## config.mk

```make
export PLATFORM = sky130hd
export DESIGN_NAME = lru_page_replacement
export DESIGN_NICKNAME = d
export VERILOG_FILES = /design/src/rtl/core/lpr_pkg.sv /design/src/rtl/core/lpr_ctrl.sv /design/src/rtl/core/lpr_datapath.sv /design/src/rtl/core/lru_page_replacement.sv
export SDC_FILE = /design/constraint.sdc
export NUM_CORES = 1
export LEC_CHECK = 0
export BUFFER_PORTS_ARGS = -buffer_cell sky130_fd_sc_hd__buf_2
export CORE_MARGIN = 2
export CORE_UTILIZATION = 30
export DETAILED_ROUTE_END_ITERATION = 7
export MAX_ROUTING_LAYER = met4
export PLACE_DENSITY = 0.43
export SYNTH_ARGS = -nofsm -noshare
export SYNTH_HDL_FRONTEND = slang
export SYNTH_SLANG_ARGS = --single-unit
export TNS_END_PERCENT = 10
```

## constraint.sdc

```tcl
create_clock -name clock -period 4.16 [get_ports clock]
set_input_delay 0.624 -clock clock [delete_from_list [all_inputs] [get_ports clock]]
set_output_delay 0.624 -clock clock [all_outputs]
set_load 0.05 [all_outputs]
```

## src/rtl/core/lpr_pkg.sv

```systemverilog
// ----------------------------------------------------------------------------
// lpr_pkg
// Shared constants and types of the LRU page replacement block: slot count,
// field widths, and the command bundle from the controller to the datapath.
// ----------------------------------------------------------------------------
package lpr_pkg;

   // Built slot count and widths that follow from it
   localparam int SLOTS     = 16;
   localparam int SLOT_BITS = $clog2(SLOTS);
   localparam int CNT_BITS  = SLOT_BITS + 1;
   localparam int AGE_BITS  = SLOT_BITS;

   // Fixed field widths
   localparam int PAGE_BITS  = 16;
   localparam int ACT_BITS   = 5;
   localparam int TOTAL_BITS = 32;

   localparam logic [AGE_BITS-1:0]   AGE_MAX   = AGE_BITS'(SLOTS - 1);
   localparam logic [TOTAL_BITS-1:0] TOTAL_MAX = '1;

   // Command bundle: controller to datapath
   typedef struct packed {
      logic                 load;       // capture a new reference
      logic                 scan;       // examine slot at idx
      logic                 first;      // idx is slot zero
      logic [SLOT_BITS-1:0] idx;        // slot under examination
      logic                 update;     // apply replacement and aging
      logic [CNT_BITS-1:0]  active_cnt; // slots in use, 1..SLOTS
   } cmd_type;

endpackage

```

## src/rtl/core/lpr_ctrl.sv

```systemverilog
// ----------------------------------------------------------------------------
// lpr_ctrl
// Controller of the LRU page replacement block: holds the active-entries
// register, walks the slot index across the active slots, and sequences the
// load, scan and update steps of the datapath.
// ----------------------------------------------------------------------------
module lpr_ctrl (
   input  logic                          clock,
   input  logic                          reset,
   input  logic                          start,
   output logic                          busy,
   input  logic                          csr_valid,
   output logic                          csr_ready,
   input  logic [lpr_pkg::ACT_BITS-1:0]  csr_active_entries,
   output lpr_pkg::cmd_type              cmd
);

   typedef enum logic [2:0] {
      ST_IDLE   = 3'b001,
      ST_SCAN   = 3'b010,
      ST_UPDATE = 3'b100
   } state_type;

   state_type                          state_ff, state_in;
   logic [lpr_pkg::SLOT_BITS-1:0]      idx_ff, idx_in;
   logic [lpr_pkg::ACT_BITS-1:0]       active_ff;
   logic [lpr_pkg::CNT_BITS-1:0]       active_cnt;
   logic [lpr_pkg::SLOT_BITS-1:0]      last_idx;

   // Configuration register
   assign csr_ready = (state_ff == ST_IDLE);

   always_ff @(posedge clock) begin
      if (reset) begin
         active_ff <= lpr_pkg::ACT_BITS'(lpr_pkg::SLOTS);
      end else if (csr_valid && csr_ready) begin
         active_ff <= csr_active_entries;
      end
   end

   // Clamp the active count into 1..SLOTS
   always_comb begin
      if (active_ff == '0) begin
         active_cnt = lpr_pkg::CNT_BITS'(1);
      end else if (active_ff > lpr_pkg::ACT_BITS'(lpr_pkg::SLOTS)) begin
         active_cnt = lpr_pkg::CNT_BITS'(lpr_pkg::SLOTS);
      end else begin
         active_cnt = lpr_pkg::CNT_BITS'(active_ff);
      end
   end

   assign last_idx = lpr_pkg::SLOT_BITS'(active_cnt - lpr_pkg::CNT_BITS'(1));

   // Sequencer
   always_comb begin
      state_in   = state_ff;
      idx_in     = idx_ff;
      cmd        = '0;
      cmd.idx    = idx_ff;
      cmd.first  = (idx_ff == '0);
      cmd.active_cnt = active_cnt;
      unique case (state_ff)
         ST_IDLE: begin
            if (start) begin
               cmd.load = 1'b1;
               idx_in   = '0;
               state_in = ST_SCAN;
            end
         end
         ST_SCAN: begin
            cmd.scan = 1'b1;
            if (idx_ff == last_idx) begin
               state_in = ST_UPDATE;
            end else begin
               idx_in = idx_ff + 1'b1;
            end
         end
         ST_UPDATE: begin
            cmd.update = 1'b1;
            state_in   = ST_IDLE;
         end
         default: begin
            state_in = ST_IDLE;
         end
      endcase
   end

   always_ff @(posedge clock) begin
      if (reset) begin
         state_ff <= ST_IDLE;
         idx_ff   <= '0;
      end else begin
         state_ff <= state_in;
         idx_ff   <= idx_in;
      end
   end

   assign busy = (state_ff != ST_IDLE);

   // The scan never runs past the last active slot
   a_idx_in_range: assert property (@(posedge clock) disable iff (reset)
      (state_ff == ST_SCAN) |-> (lpr_pkg::CNT_BITS'(idx_ff) < active_cnt))
      else $error("scan index beyond active slots");

   // Every update follows a scan
   a_update_after_scan: assert property (@(posedge clock) disable iff (reset)
      (state_ff == ST_UPDATE) |-> ($past(state_ff) == ST_SCAN))
      else $error("update without scan");

endmodule

```

## src/rtl/core/lpr_datapath.sv

```systemverilog
// ----------------------------------------------------------------------------
// lpr_datapath
// Datapath of the LRU page replacement block: slot pages, valid bits and
// ages, the per-reference search trackers, the saturating counters and the
// result registers.
// ----------------------------------------------------------------------------
module lpr_datapath (
   input  logic                             clock,
   input  logic                             reset,
   input  lpr_pkg::cmd_type                 cmd,
   input  logic [lpr_pkg::PAGE_BITS-1:0]    req_page_number,
   output logic                             rsp_strobe,
   output logic                             rsp_hit,
   output logic [lpr_pkg::SLOT_BITS-1:0]    rsp_slot,
   output logic                             rsp_evicted_valid,
   output logic [lpr_pkg::PAGE_BITS-1:0]    rsp_evicted_page,
   output logic [lpr_pkg::TOTAL_BITS-1:0]   rsp_fault_total,
   output logic [lpr_pkg::TOTAL_BITS-1:0]   rsp_request_total
);

   // Slot state
   logic [lpr_pkg::PAGE_BITS-1:0] slot_page_ff [lpr_pkg::SLOTS];
   logic [lpr_pkg::SLOTS-1:0]     slot_valid_ff;
   logic [lpr_pkg::AGE_BITS-1:0]  slot_age_ff  [lpr_pkg::SLOTS];

   // Reference trackers
   logic [lpr_pkg::PAGE_BITS-1:0] page_ff;
   logic                          hit_found_ff;
   logic [lpr_pkg::SLOT_BITS-1:0] hit_idx_ff;
   logic [lpr_pkg::AGE_BITS-1:0]  hit_age_ff;
   logic                          empty_found_ff;
   logic [lpr_pkg::SLOT_BITS-1:0] empty_idx_ff;
   logic [lpr_pkg::AGE_BITS-1:0]  old_age_ff;
   logic [lpr_pkg::SLOT_BITS-1:0] old_idx_ff;
   logic [lpr_pkg::PAGE_BITS-1:0] old_page_ff;

   logic [lpr_pkg::TOTAL_BITS-1:0] fault_ff, fault_in;
   logic [lpr_pkg::TOTAL_BITS-1:0] request_ff, request_in;

   logic [lpr_pkg::PAGE_BITS-1:0] rd_page;
   logic                          rd_valid;
   logic [lpr_pkg::AGE_BITS-1:0]  rd_age;
   logic                          rd_match;
   logic [lpr_pkg::SLOT_BITS-1:0] target;
   logic                          evict;

   // Read the slot under examination
   assign rd_page  = slot_page_ff[cmd.idx];
   assign rd_valid = slot_valid_ff[cmd.idx];
   assign rd_age   = slot_age_ff[cmd.idx];
   assign rd_match = rd_valid && (rd_page == page_ff);

   // Track first match, first empty slot and oldest slot during the scan
   always_ff @(posedge clock) begin
      if (cmd.load) begin
         page_ff        <= req_page_number;
         hit_found_ff   <= 1'b0;
         empty_found_ff <= 1'b0;
      end else if (cmd.scan) begin
         if (rd_match && !hit_found_ff) begin
            hit_found_ff <= 1'b1;
            hit_idx_ff   <= cmd.idx;
            hit_age_ff   <= rd_age;
         end
         if (!rd_valid && !empty_found_ff) begin
            empty_found_ff <= 1'b1;
            empty_idx_ff   <= cmd.idx;
         end
         if (cmd.first || (rd_age > old_age_ff)) begin
            old_age_ff  <= rd_age;
            old_idx_ff  <= cmd.idx;
            old_page_ff <= rd_page;
         end
      end
   end

   // Pick the slot that ends up holding the page
   always_comb begin
      if (hit_found_ff) begin
         target = hit_idx_ff;
      end else if (empty_found_ff) begin
         target = empty_idx_ff;
      end else begin
         target = old_idx_ff;
      end
   end

   assign evict = !hit_found_ff && !empty_found_ff;

   // Age the other valid active slots (on a hit, only those younger than it) and refresh the target
   always_ff @(posedge clock) begin
      if (reset) begin
         slot_valid_ff <= '0;
         for (int i = 0; i < lpr_pkg::SLOTS; i++) begin
            slot_age_ff[i] <= '0;
         end
      end else if (cmd.update) begin
         for (int i = 0; i < lpr_pkg::SLOTS; i++) begin
            if (lpr_pkg::SLOT_BITS'(i) == target) begin
               slot_age_ff[i] <= '0;
               if (!hit_found_ff) begin
                  slot_valid_ff[i] <= 1'b1;
               end
            end else if ((lpr_pkg::CNT_BITS'(i) < cmd.active_cnt) && slot_valid_ff[i] &&
                         (!hit_found_ff || (slot_age_ff[i] < hit_age_ff)) &&
                         (slot_age_ff[i] != lpr_pkg::AGE_MAX)) begin
               slot_age_ff[i] <= slot_age_ff[i] + 1'b1;
            end
         end
      end
   end

   // Store the new page on a fault
   always_ff @(posedge clock) begin
      if (cmd.update && !hit_found_ff) begin
         slot_page_ff[target] <= page_ff;
      end
   end

   // Saturating counters
   always_comb begin
      request_in = request_ff;
      fault_in   = fault_ff;
      if (request_ff != lpr_pkg::TOTAL_MAX) begin
         request_in = request_ff + 1'b1;
      end
      if (!hit_found_ff && (fault_ff != lpr_pkg::TOTAL_MAX)) begin
         fault_in = fault_ff + 1'b1;
      end
   end

   always_ff @(posedge clock) begin
      if (reset) begin
         request_ff <= '0;
         fault_ff   <= '0;
         rsp_strobe <= 1'b0;
      end else begin
         rsp_strobe <= cmd.update;
         if (cmd.update) begin
            request_ff <= request_in;
            fault_ff   <= fault_in;
         end
      end
   end

   // Result registers
   always_ff @(posedge clock) begin
      if (cmd.update) begin
         rsp_hit           <= hit_found_ff;
         rsp_slot          <= target;
         rsp_evicted_valid <= evict;
         rsp_evicted_page  <= evict ? old_page_ff : '0;
         rsp_fault_total   <= fault_in;
         rsp_request_total <= request_in;
      end
   end

   a_strobe_after_update: assert property (@(posedge clock) disable iff (reset)
      cmd.update |=> rsp_strobe)
      else $error("missing result strobe after update");

   a_hit_no_evict: assert property (@(posedge clock) disable iff (reset)
      (rsp_strobe && rsp_hit) |-> !rsp_evicted_valid)
      else $error("eviction reported on a hit");

   a_fault_le_request: assert property (@(posedge clock) disable iff (reset)
      rsp_strobe |-> (rsp_fault_total <= rsp_request_total))
      else $error("fault count exceeds request count");

   a_target_valid: assert property (@(posedge clock) disable iff (reset)
      rsp_strobe |-> slot_valid_ff[rsp_slot])
      else $error("result slot not valid after update");

endmodule

```

## src/rtl/core/lru_page_replacement.sv

```systemverilog
// ----------------------------------------------------------------------------
// lru_page_replacement
// Fully associative LRU page table with saturating fault and request counts.
// ----------------------------------------------------------------------------
// A reference is taken when start is high and busy is low. The block then
// examines one slot per cycle across the active slots, applies the update,
// and shows the result on the rsp_ ports for exactly one cycle with
// rsp_strobe high; the receiver cannot stall it. busy falls in the strobe
// cycle, so the next reference can be taken then. active_entries is written
// through csr_ when csr_ready is high (idle); zero counts as one slot and
// values above the slot count as the slot count.
// ----------------------------------------------------------------------------
module lru_page_replacement (
   input  logic                             clock,
   input  logic                             reset,
   input  logic                             start,
   output logic                             busy,
   input  logic [lpr_pkg::PAGE_BITS-1:0]    req_page_number,
   output logic                             rsp_strobe,
   output logic                             rsp_hit,
   output logic [lpr_pkg::SLOT_BITS-1:0]    rsp_slot,
   output logic                             rsp_evicted_valid,
   output logic [lpr_pkg::PAGE_BITS-1:0]    rsp_evicted_page,
   output logic [lpr_pkg::TOTAL_BITS-1:0]   rsp_fault_total,
   output logic [lpr_pkg::TOTAL_BITS-1:0]   rsp_request_total,
   input  logic                             csr_valid,
   output logic                             csr_ready,
   input  logic [lpr_pkg::ACT_BITS-1:0]     csr_active_entries
);

   lpr_pkg::cmd_type cmd;

   // Sequencer
   lpr_ctrl u_ctrl (
      .clock              (clock),
      .reset              (reset),
      .start              (start),
      .busy               (busy),
      .csr_valid          (csr_valid),
      .csr_ready          (csr_ready),
      .csr_active_entries (csr_active_entries),
      .cmd                (cmd)
   );

   // Slot table, counters and results
   lpr_datapath u_datapath (
      .clock             (clock),
      .reset             (reset),
      .cmd               (cmd),
      .req_page_number   (req_page_number),
      .rsp_strobe        (rsp_strobe),
      .rsp_hit           (rsp_hit),
      .rsp_slot          (rsp_slot),
      .rsp_evicted_valid (rsp_evicted_valid),
      .rsp_evicted_page  (rsp_evicted_page),
      .rsp_fault_total   (rsp_fault_total),
      .rsp_request_total (rsp_request_total)
   );

endmodule
```

Word level (Yosys, flattened, before mapping). Memory sizes are Yosys's and may differ from the RTL's. A register that Yosys moved wholly into a read port is not among the register bits. Index checks and enable logic that the tools add are counted.

Add/sub/neg operators: 20. $lt $le $gt $ge: 35. Equal/unequal tests: 42. Muxes and demuxes: 202. Bitwise logic cells: 34. Reductions and logical operators: 102.

Operators by type and width (count): $mux 4 (40); $mux 1 (153); $add 4x1->4 const B (17); $add 32x1->32 const B (2); $lt 4x4->1 (16); $mux 32 (2); $ne 32x32->1 const B (2); $ne 4x4->1 const B (16); $reduce_and 3->1 (20); $logic_and 1x1->1 (55); $lt 4x5->1 const A (8); $eq 4x4->1 const A (8); $or 1x1->1 (32); $lt 3x5->1 const A (4); $logic_or 1x1->1 (17); $eq 16x16->1 (1); $eq 3x4->1 const A (4); $lt 1x5->1 const A (2); $lt 2x5->1 const A (2); $mux 5 (2); $eq 2x4->1 const A (2); $logic_not 4->1 (2); $pmux 4 s2 (1); $mux 3 (2); other kinds (19) (25).

Flip-flop bits (word level): 233. Memory bits (writable): 320. Bits of input ports: 25. Output and inout port bits: 89. Logic and storage cells: 474. Memories: 2.

Memories: u_datapath.slot_page_ff (depth 16, width 16, read ports 1, clocked after memory_dff 1, wr ports 1, line lpr_datapath.sv:22) `logic [lpr_pkg::PAGE_BITS-1:0] slot_page_ff [lpr_pkg::SLOTS];`; u_datapath.slot_age_ff (depth 16, width 4, read ports 17, clocked after memory_dff 1, wr ports 16, line lpr_datapath.sv:24) `logic [lpr_pkg::AGE_BITS-1:0] slot_age_ff [lpr_pkg::SLOTS];`.

Depth between registers and ports, before layout. Gate-level depths: netlist of run 1.

Word-level depth: 13. Depth in mapped cells: 16. Depth with buffers taken out: 11.

By module. From an unflattened synthesis of run 1, not the netlist that was laid out.

Cell total of the unflattened synthesis: 1794. Area, all modules: 24885.1 um^2.

Modules (own cells, without submodules): lpr_datapath (times used 1, cells each 1707, area each 24146.9 um^2, sequential area each 15414.8 um^2); lpr_ctrl (times used 1, cells each 87, area each 738.2 um^2, sequential area each 240.2 um^2).

Worst setup path before layout of run 1. No wires, ideal clock.

Path kind: register to register. Start: register with a tool-made name. End: register u_datapath.old_age_ff[0] (netlist bit) (enable). Setup time: 405 ps. Arrival: 4148 ps. Required time: 3755 ps. Slack: -392 ps. Cell stages (with the launch flop): 16. Buffers on the path: 5. Clock period less this slack: 4552 ps. Cells stage by stage: dfxtp_1 buf_2 buf_6 buf_6 buf_2 buf_2 mux4_2 mux4_2 ha_1 nor2b_1 o21ai_0 nand2b_1 a21oi_1 a41oi_1 a21oi_1 nor2_1.

RTL lines: end signal, assigned (line lpr_datapath.sv:70) `old_age_ff <= rd_age;`; end, declared (line lpr_datapath.sv:33) `logic [lpr_pkg::AGE_BITS-1:0] old_age_ff;`.

==> results.sh, run 1 <==
export IMPL_outcome="completed"
export IMPL_wl_per_cell_um=21.7
export IMPL_worst_case_headroom_to_the_max_slew_limit_pct=37.3
export IMPL_number_of_different_library_cells_in_the_post_synthesis_netlist=72
export IMPL_grt_use_total_pct=16.0
export IMPL_timing_hold_worst_class="input pin to flip-flop"
export IMPL_routed_wirelength_um=67000
export IMPL_cts_tree="done"
export IMPL_gpl_congestion=0.820
export IMPL_power_density_nw_per_um2=422
export IMPL_cts_buffer_depth=3
export IMPL_critical_path_peak_fanout=28
export IMPL_synth_cell_area_um2=25000
export IMPL_cp_cell_sequence="buf_12 > buf_12 > mux4_2 > mux2i_1 > mux2i_1 > xor2_1 > nor4_1 > nand4_1 > nor4b_2 > buf_4"
export IMPL_cellLeakagePower_nw=10.1
export IMPL_finalWorstSetupSlack_ns=0.421
export IMPL_worstPathBufferInverterCount=3
export IMPL_synth_main_ff_cell="sky130_fd_sc_hd__edfxtp_1"
export IMPL_achievable_frequency_mhz=267
export IMPL_initial_standard_cell_utilization_of_the_core_pct=30.4
export IMPL_start_kind="flip-flop"
export IMPL_worstSetupEndpointType="flip-flop"
export IMPL_vdd_ir_drop_worst_mv=0.250
export IMPL_place_worst_setup_slack_ns=0.356
export IMPL_worst_hold_slack_ns=0.185
export IMPL_core_area_um2=82400
export IMPL_final_max_slew_viol_count=0
export IMPL_drt_first_iter_violations=943
export IMPL_crit_path_max_incr_delay_ns=0.57
export IMPL_layout_nets=2066
export IMPL_maxCapViolCount=0
export IMPL_worst_path_max_delay_cell="sky130_fd_sc_hd__nor4_1"
export IMPL_synthesis_area_per_instance_um2=13.8
export IMPL_min_period_ns=3.74
export IMPL_p_sw_share_pct=21.3
export IMPL_clock_latency_ns=0.61
export IMPL_clk_root_buffer_cell="sky130_fd_sc_hd__clkbuf_16"
export IMPL_cts_buffers=66
export IMPL_vias_per_cell=4.91
export IMPL_areaGrowthSynthToFinish_pct=17.0
export IMPL_drc_errors=0
export IMPL_postSynthRegisterBits=557
export IMPL_dr_total_vias=15168
export IMPL_cts_hold_buf=0
export IMPL_finClkSkew_ns=0.0210
export IMPL_post_route_cell_area_um2=29300
export IMPL_place_detailed_hpwl_um=44300
export IMPL_fp_row_count=105
export IMPL_timing_hold_violations_final=0
export IMPL_die_w_um=293
export IMPL_power_combinational_fraction_pct=2.3
export IMPL_detail_route_first_pass_iterations=5
export IMPL_chipHeight_um=293
export IMPL_synth_cells=1815
export IMPL_yosys_warnings=0
export IMPL_antenna_found_initial=0
export IMPL_layout_worst_path_cycle_share_pct=89.9
export IMPL_layout_cells_most_common="sky130_fd_sc_hd__edfxtp_1"
export IMPL_grt_setup_unrepaired="false"
export IMPL_post_dp_cell_area_um2=27100
export IMPL_drt_antenna_violating_nets=0
export IMPL_final_sum_of_negative_setup_slack_ns=0
export IMPL_clock_network_fraction_of_design_power_pct=47.8
export IMPL_worstPathRequired_ns=4.46
export IMPL_critical_path_top_delay_family="simple AND/OR/NAND/NOR gates"
export IMPL_first_global_vias=15257
export IMPL_slew_worst_pin_ns=0.932
export IMPL_netSwitchingPower_mw=2.63
export IMPL_grt_overflow=0
export IMPL_die_outline_area_um2=85800
export IMPL_share_seq_of_total_power_pct=50.0
export IMPL_setup_viol=0
export IMPL_first_pass_grt_wire_length_um=100000
export IMPL_cts_resized=0
export IMPL_clk_pin_slew_worst_paths_ns=0.06
export IMPL_cts_htree_levels=3
export IMPL_cellInternalPower_mw=9.71
export IMPL_final_layout_size_suffix_gt1_share_pct=19.8
export IMPL_postSynth_asyncResetShare_pct=0
export IMPL_commonest_cells_after_routing_fill_and_taps_aside="sky130_fd_sc_hd__edfxtp_1, sky130_fd_sc_hd__nor2_1, sky130_fd_sc_hd__nand2_1, sky130_fd_sc_hd__buf_2, sky130_fd_sc_hd__dfxtp_1"
export IMPL_count_of_port_buffers_added_during_placement=113
export IMPL_mappedNetlistNets=1912
export IMPL_post_cts_buffers=0
export IMPL_grt_start_max_net_pins=58
export IMPL_critPathArrivalTime_ns=4.04
export IMPL_number_of_sinks_on_the_clock_net=557
export IMPL_synth_enable_flop_cells=458
export IMPL_ys_seq_area_share_pct=62.8
export IMPL_critPathKind="flip-flop to flip-flop"
export IMPL_io_pin_count=114
[registers in the layout, summed over array words and instances, names as in the netlist, 5 cells and up, named ones only]
register / count
u_ctrl.active_ff: 5
u_datapath.fault_ff: 32
u_datapath.old_page_ff: 16
u_datapath.page_ff: 16
u_datapath.request_ff: 32
u_datapath.rsp_evicted_page: 16
u_datapath.rsp_fault_total: 32
u_datapath.rsp_request_total: 32
u_datapath.slot_age_ff: 64
u_datapath.slot_page_ff: 256
u_datapath.slot_valid_ff: 16
[per-stage QoR]
stage | utilization [%] | total power, mW | cells
2_1_floorplan | - | 6.43 | 1815
3_3_place_gp | 32.9 | 6.56 | 2971
3_5_place_dp | 32.9 | 6.57 | 2971
4_1_cts | 35.6 | 12.5 | 3091
5_1_grt | 35.6 | 12.8 | 3091
6_report | 35.6 | 12.3 | 3092
[synthesized netlist by cell type (all sizes together), types with 11 or more instances]
master | count | area share [%]
edfxtp | 458 | 55
nor2 | 222 | 3.3
nand2 | 121 | 1.8
dfxtp | 99 | 7.9
xor2 | 91 | 3.2
mux4 | 81 | 7.3
xnor2 | 79 | 2.8
ha | 72 | 3.6
nand3 | 66 | 1.3
a21oi | 63 | 1.3
clkbuf | 48 | 0.77
mux2i | 42 | 1.7
o21ai | 36 | 0.72
nand4 | 34 | 1.1
buf | 32 | 0.77
nor3 | 31 | 0.66
and2 | 30 | 0.75
nor2b | 26 | 0.65
inv | 21 | 0.31
and3 | 20 | 0.50
nand2b | 20 | 0.50
a21o | 18 | 0.54
mux2 | 11 | 0.49
[worst paths after layout]
kind | end | startpoint | slack [ns] | cells after the start
worst min register to register | u_datapath.slot_valid_ff[8] | u_datapath.slot_valid_ff[8] | 0.51 | 2
worst max-delay path | u_datapath.hit_age_ff[0] | flip-flop | 0.42 | 10
worst max register to register | u_datapath.hit_age_ff[0] | flip-flop | 0.42 | 10
worst min-delay path | u_datapath.page_ff[4] | req_page_number[4] | 0.18 | 1
[cell type report]
class                           instances  area [um2]
Sequential cell                       557       15700
Multi-Input combinational cell       1156        8870
Antenna cell                            1        2.50
Timing Repair Buffer                  167        1050
Clock inverter                         35         392
Inverter                               21        81.3
Clock buffer                           85        1820
Fill cell                            7878       53100
Tap cell                             1070        1340
[worst register-to-register path: cells and delay by family, from the launching register on]
kind | cells | cell delay (ns)
simple gates | 3 | 1.08
buf+inv | 3 | 0.85
mux | 3 | 0.79
flops | 1 | 0.51
xor+xnor | 1 | 0.20
[cells by family after synthesis]
family	share of synthesized area, %
fa+ha+maj	3.60
flops	62.8
buf+inv	1.91
xor+xnor	5.98
mux	9.46
compound gates	4.27
simple gates	12.0
[power groups by stage]
| stage | clock network [mW] | registers (mW) | logic [mW] |
|---|---|---|---|
| 2_1_floorplan | 0 | 6.24 | 0.198 |
| 3_3_place_gp | 0 | 6.28 | 0.281 |
| 6_report | 5.90 | 6.17 | 0.281 |
| 5_1_grt | 6.27 | 6.18 | 0.312 |
| 3_5_place_dp | 0 | 6.29 | 0.284 |
| 4_1_cts | 6.08 | 6.17 | 0.285 |
[layer usage]
layer  up-vias  share of wire [%]  GRT usage, %
met3        82                3.9          2.56
met2       338                 48          25.8
li1       7065                  -             -
met4         0                2.0          3.95
met1      7683                 46          21.2
met5         -                  0             -
No activity file was read; power rests on OpenSTA's default activity.
==> run 2: changes to the inputs <==
- ABC_AREA: default -> 1
- PLACE_DENSITY: 0.43 -> 0.42
- clock period: 4.16 -> 3.6 ns (I/O delays scaled with it)
==> run 2 against run 1 <==
Effect of this change:
- critical path depth grew 2
- clock skew up 0.0025 ns
- core utilization fell by 0.36 points
- total power increased by 24%
- combinational power grew to 4.2 times the previous value
- clock power rose by 16%
- largest power group unchanged
==> results.sh, run 2 <==
export IMPL_io_pin_count=114
export IMPL_slew_worst_pin_ns=1.06
export IMPL_critPathKind="flip-flop to flip-flop"
export IMPL_drt_first_iter_violations=1436
export IMPL_areaGrowthSynthToFinish_pct=16.0
export IMPL_ranking_of_synthesized_cells_by_area="sky130_fd_sc_hd__edfxtp_1, sky130_fd_sc_hd__dfxtp_1, sky130_fd_sc_hd__nand2_1"
export IMPL_utilization_pct=35.2
export IMPL_detail_route_first_pass_iterations=6
export IMPL_post_cts_buffers=0
export IMPL_die_outline_area_um2=90300
export IMPL_fp_row_count=108
export IMPL_layout_worst_path_cycle_share_pct=91.3
export IMPL_commonest_cells_after_routing_fill_and_taps_aside="sky130_fd_sc_hd__nand2_1, sky130_fd_sc_hd__edfxtp_1, sky130_fd_sc_hd__nor2_1, sky130_fd_sc_hd__inv_1, sky130_fd_sc_hd__nand3_1"
export IMPL_drt_antenna_violating_nets=0
export IMPL_gpl_congestion=0.852
export IMPL_synth_enable_flop_cells=458
export IMPL_top_register="u_datapath.slot_page_ff"
export IMPL_vdd_ir_drop_worst_mv=0.381
export IMPL_synth_main_ff_cell="sky130_fd_sc_hd__edfxtp_1"
export IMPL_dr_total_vias=19562
export IMPL_number_of_different_library_cells_in_the_post_synthesis_netlist=51
export IMPL_post_dp_cell_area_um2=28400
export IMPL_synthSimpleGateAreaFrac_pct=20.0
export IMPL_vias_per_cell=4.80
export IMPL_cts_buffer_depth=3
export IMPL_outcome="completed"
export IMPL_clock_latency_ns=0.62
export IMPL_ys_seq_area_share_pct=59.7
export IMPL_grt_start_max_net_pins=120
export IMPL_leading_cell_type_by_number_of_instances_after_synthesis="sky130_fd_sc_hd__nand2_1"
export IMPL_core_area_um2=86900
export IMPL_timing_hold_violations_final=0
export IMPL_worstSetupEndpointType="flip-flop"
export IMPL_critPathMostFrequentCell="sky130_fd_sc_hd__o21ai_0"
export IMPL_setup_viol=0
export IMPL_layout_nets=2964
export IMPL_synth_cell_area_um2=26400
export IMPL_layout_top_registers="u_datapath.slot_page_ff x256, u_datapath.slot_age_ff x64"
export IMPL_drc_errors=0
export IMPL_synth_adder_area_share_pct=3.42
export IMPL_synth_compound_area_share_pct=7.85
export IMPL_grt_overflow=0
export IMPL_fin_total_pwr_mw=15.3
export IMPL_yosys_area_share_xor_xnor_pct=2.22
export IMPL_postSynth_asyncResetShare_pct=0
export IMPL_worst_r2r_setup_slack_ns=0.31
export IMPL_cts_hold_buf=0
export IMPL_place_worst_setup_slack_ns=0.398
export IMPL_power_density_nw_per_um2=500
export IMPL_number_of_sinks_on_the_clock_net=557
export IMPL_final_sum_of_negative_setup_slack_ns=0
export IMPL_cp_cell_sequence="buf_4 > o21ai_0 > o22ai_1 > o22ai_1 > o21ai_0 > ha_1 > nand2_1 > o21bai_1 > nand2_1 > o21ai_0 > a21oi_2 > buf_4"
export IMPL_worst_path_max_delay_cell="sky130_fd_sc_hd__o21ai_0"
export IMPL_cts_tree="done"
export IMPL_timing_hold_worst_class="input pin to flip-flop"
export IMPL_postSynthRegisterBits=557
export IMPL_cts_resized=0
export IMPL_post_synth_most_frequent_cells="sky130_fd_sc_hd__nand2_1, sky130_fd_sc_hd__edfxtp_1, sky130_fd_sc_hd__nor2_1, sky130_fd_sc_hd__inv_1, sky130_fd_sc_hd__nand3_1"
export IMPL_synth_mux_area_fraction_pct=0
export IMPL_maxCapViolCount=0
export IMPL_placedCellCount=3953
export IMPL_synth_largest_area_cell="sky130_fd_sc_hd__edfxtp_1"
export IMPL_clk_root_buffer_cell="sky130_fd_sc_hd__clkbuf_16"
export IMPL_yosys_warnings=0
export IMPL_die_w_um=300
export IMPL_initial_standard_cell_utilization_of_the_core_pct=30.4
export IMPL_synth_top_family_by_area="simple AND/OR/NAND/NOR gates"
export IMPL_grt_use_total_pct=18.1
export IMPL_critical_path_peak_fanout=29
export IMPL_wl_per_cell_um=19.7
export IMPL_grt_setup_unrepaired="false"
export IMPL_finClkSkew_ns=0.0236
export IMPL_layout_cells_most_common="sky130_fd_sc_hd__nand2_1"
export IMPL_start_kind="flip-flop"
export IMPL_post_route_cell_area_um2=30600
export IMPL_worstPathRequired_ns=3.85
export IMPL_crit_path_max_incr_delay_ns=0.56
export IMPL_routed_wirelength_um=80300
export IMPL_first_global_vias=18645
export IMPL_final_max_slew_viol_count=0
export IMPL_final_layout_size_suffix_gt1_share_pct=10.8
export IMPL_worst_case_headroom_to_the_max_slew_limit_pct=29.6
export IMPL_cellLeakagePower_nw=12.4
export IMPL_mappedNetlistNets=2835
export IMPL_clk_pin_slew_worst_paths_ns=0.05
export IMPL_largest_register_ffs=256
export IMPL_chipHeight_um=300
export IMPL_antenna_found_initial=1
export IMPL_finalWorstSetupSlack_ns=0.312
export IMPL_cts_htree_levels=3
export IMPL_count_of_port_buffers_added_during_placement=113
export IMPL_critPathArrivalTime_ns=3.54
export IMPL_synthDominantCellAreaShare_pct=52.2
export IMPL_achievable_frequency_mhz=304
export IMPL_first_pass_grt_wire_length_um=120000
export IMPL_synth_cells=2738
export IMPL_worst_hold_slack_ns=0.109
export IMPL_min_period_ns=3.29
export IMPL_cts_buffers=67
export IMPL_layoutNonFillerInstCount=4074
export IMPL_synthesis_area_per_instance_um2=9.63
export IMPL_place_detailed_hpwl_um=51500
[run 2: cell count changes after synthesis, moves of 35 or more]
cell	before	now
sky130_fd_sc_hd__o211ai_1	2	42
sky130_fd_sc_hd__mux2i_1	42	0
sky130_fd_sc_hd__xnor2_1	78	7
sky130_fd_sc_hd__xor2_1	91	56
sky130_fd_sc_hd__inv_1	21	327
sky130_fd_sc_hd__o21ai_0	36	151
sky130_fd_sc_hd__nand3_1	65	236
sky130_fd_sc_hd__nand2_1	121	520
sky130_fd_sc_hd__nor2_1	222	358
sky130_fd_sc_hd__mux4_2	81	0
[run 2: final timing paths]
kind / to / cells past startpoint / startpoint
hold reg to reg: u_datapath.request_ff[30] / 2 / u_datapath.request_ff[30]
setup / recovery: u_datapath.old_page_ff[8] / 12 / flip-flop
setup reg to reg: u_datapath.old_page_ff[8] / 12 / flip-flop
hold / removal: u_datapath.page_ff[3] / 1 / req_page_number[3]
[run 2: logic make-up after synthesis]
group / after synthesis
simple gates: 1239
flops: 557
buf+inv: 444
compound gates: 361
fa+ha+maj: 72
xor+xnor: 65
[run 2: power breakdown]
| group | internal, mW | switching (mW) |
|---|---|---|
| clock network | 4.06 | 2.78 |
| logic | 0.334 | 0.855 |
| registers | 7.11 | 0.154 |
| total | 11.5 | 3.79 |
[run 2: cell type report]
class	count	area (um2)
antenna	1	2.50
clock buffer	90	1800
clock inverter	30	399
fill	8764	56300
inverter	340	1280
multi-input combinational	1737	8870
sequential	557	15700
tap	1155	1450
timing repair buffer	164	1040
[run 2: per-layer routing]
layer  wire length [um]  global-route usage, %  up-vias
li1                   -                      -     9502
met1              37500                   24.6     9411
met2              36300                   27.5      509
met3               3970                   2.87      140
met4               2510                   6.01        0
met5                  0                      -        -
[run 2: worst max-delay path, delay by kind of cell, from the launching register on]
| kind | cells | cell delay [ns] |
|---|---|---|
| flip-flops | 1 | 0.33 |
| AO/OA/AOI/OAI | 7 | 1.47 |
| AND/OR/NAND/NOR | 2 | 0.10 |
| buffers and inverters | 2 | 0.76 |
| adder cells (fa/ha/maj) | 1 | 0.24 |
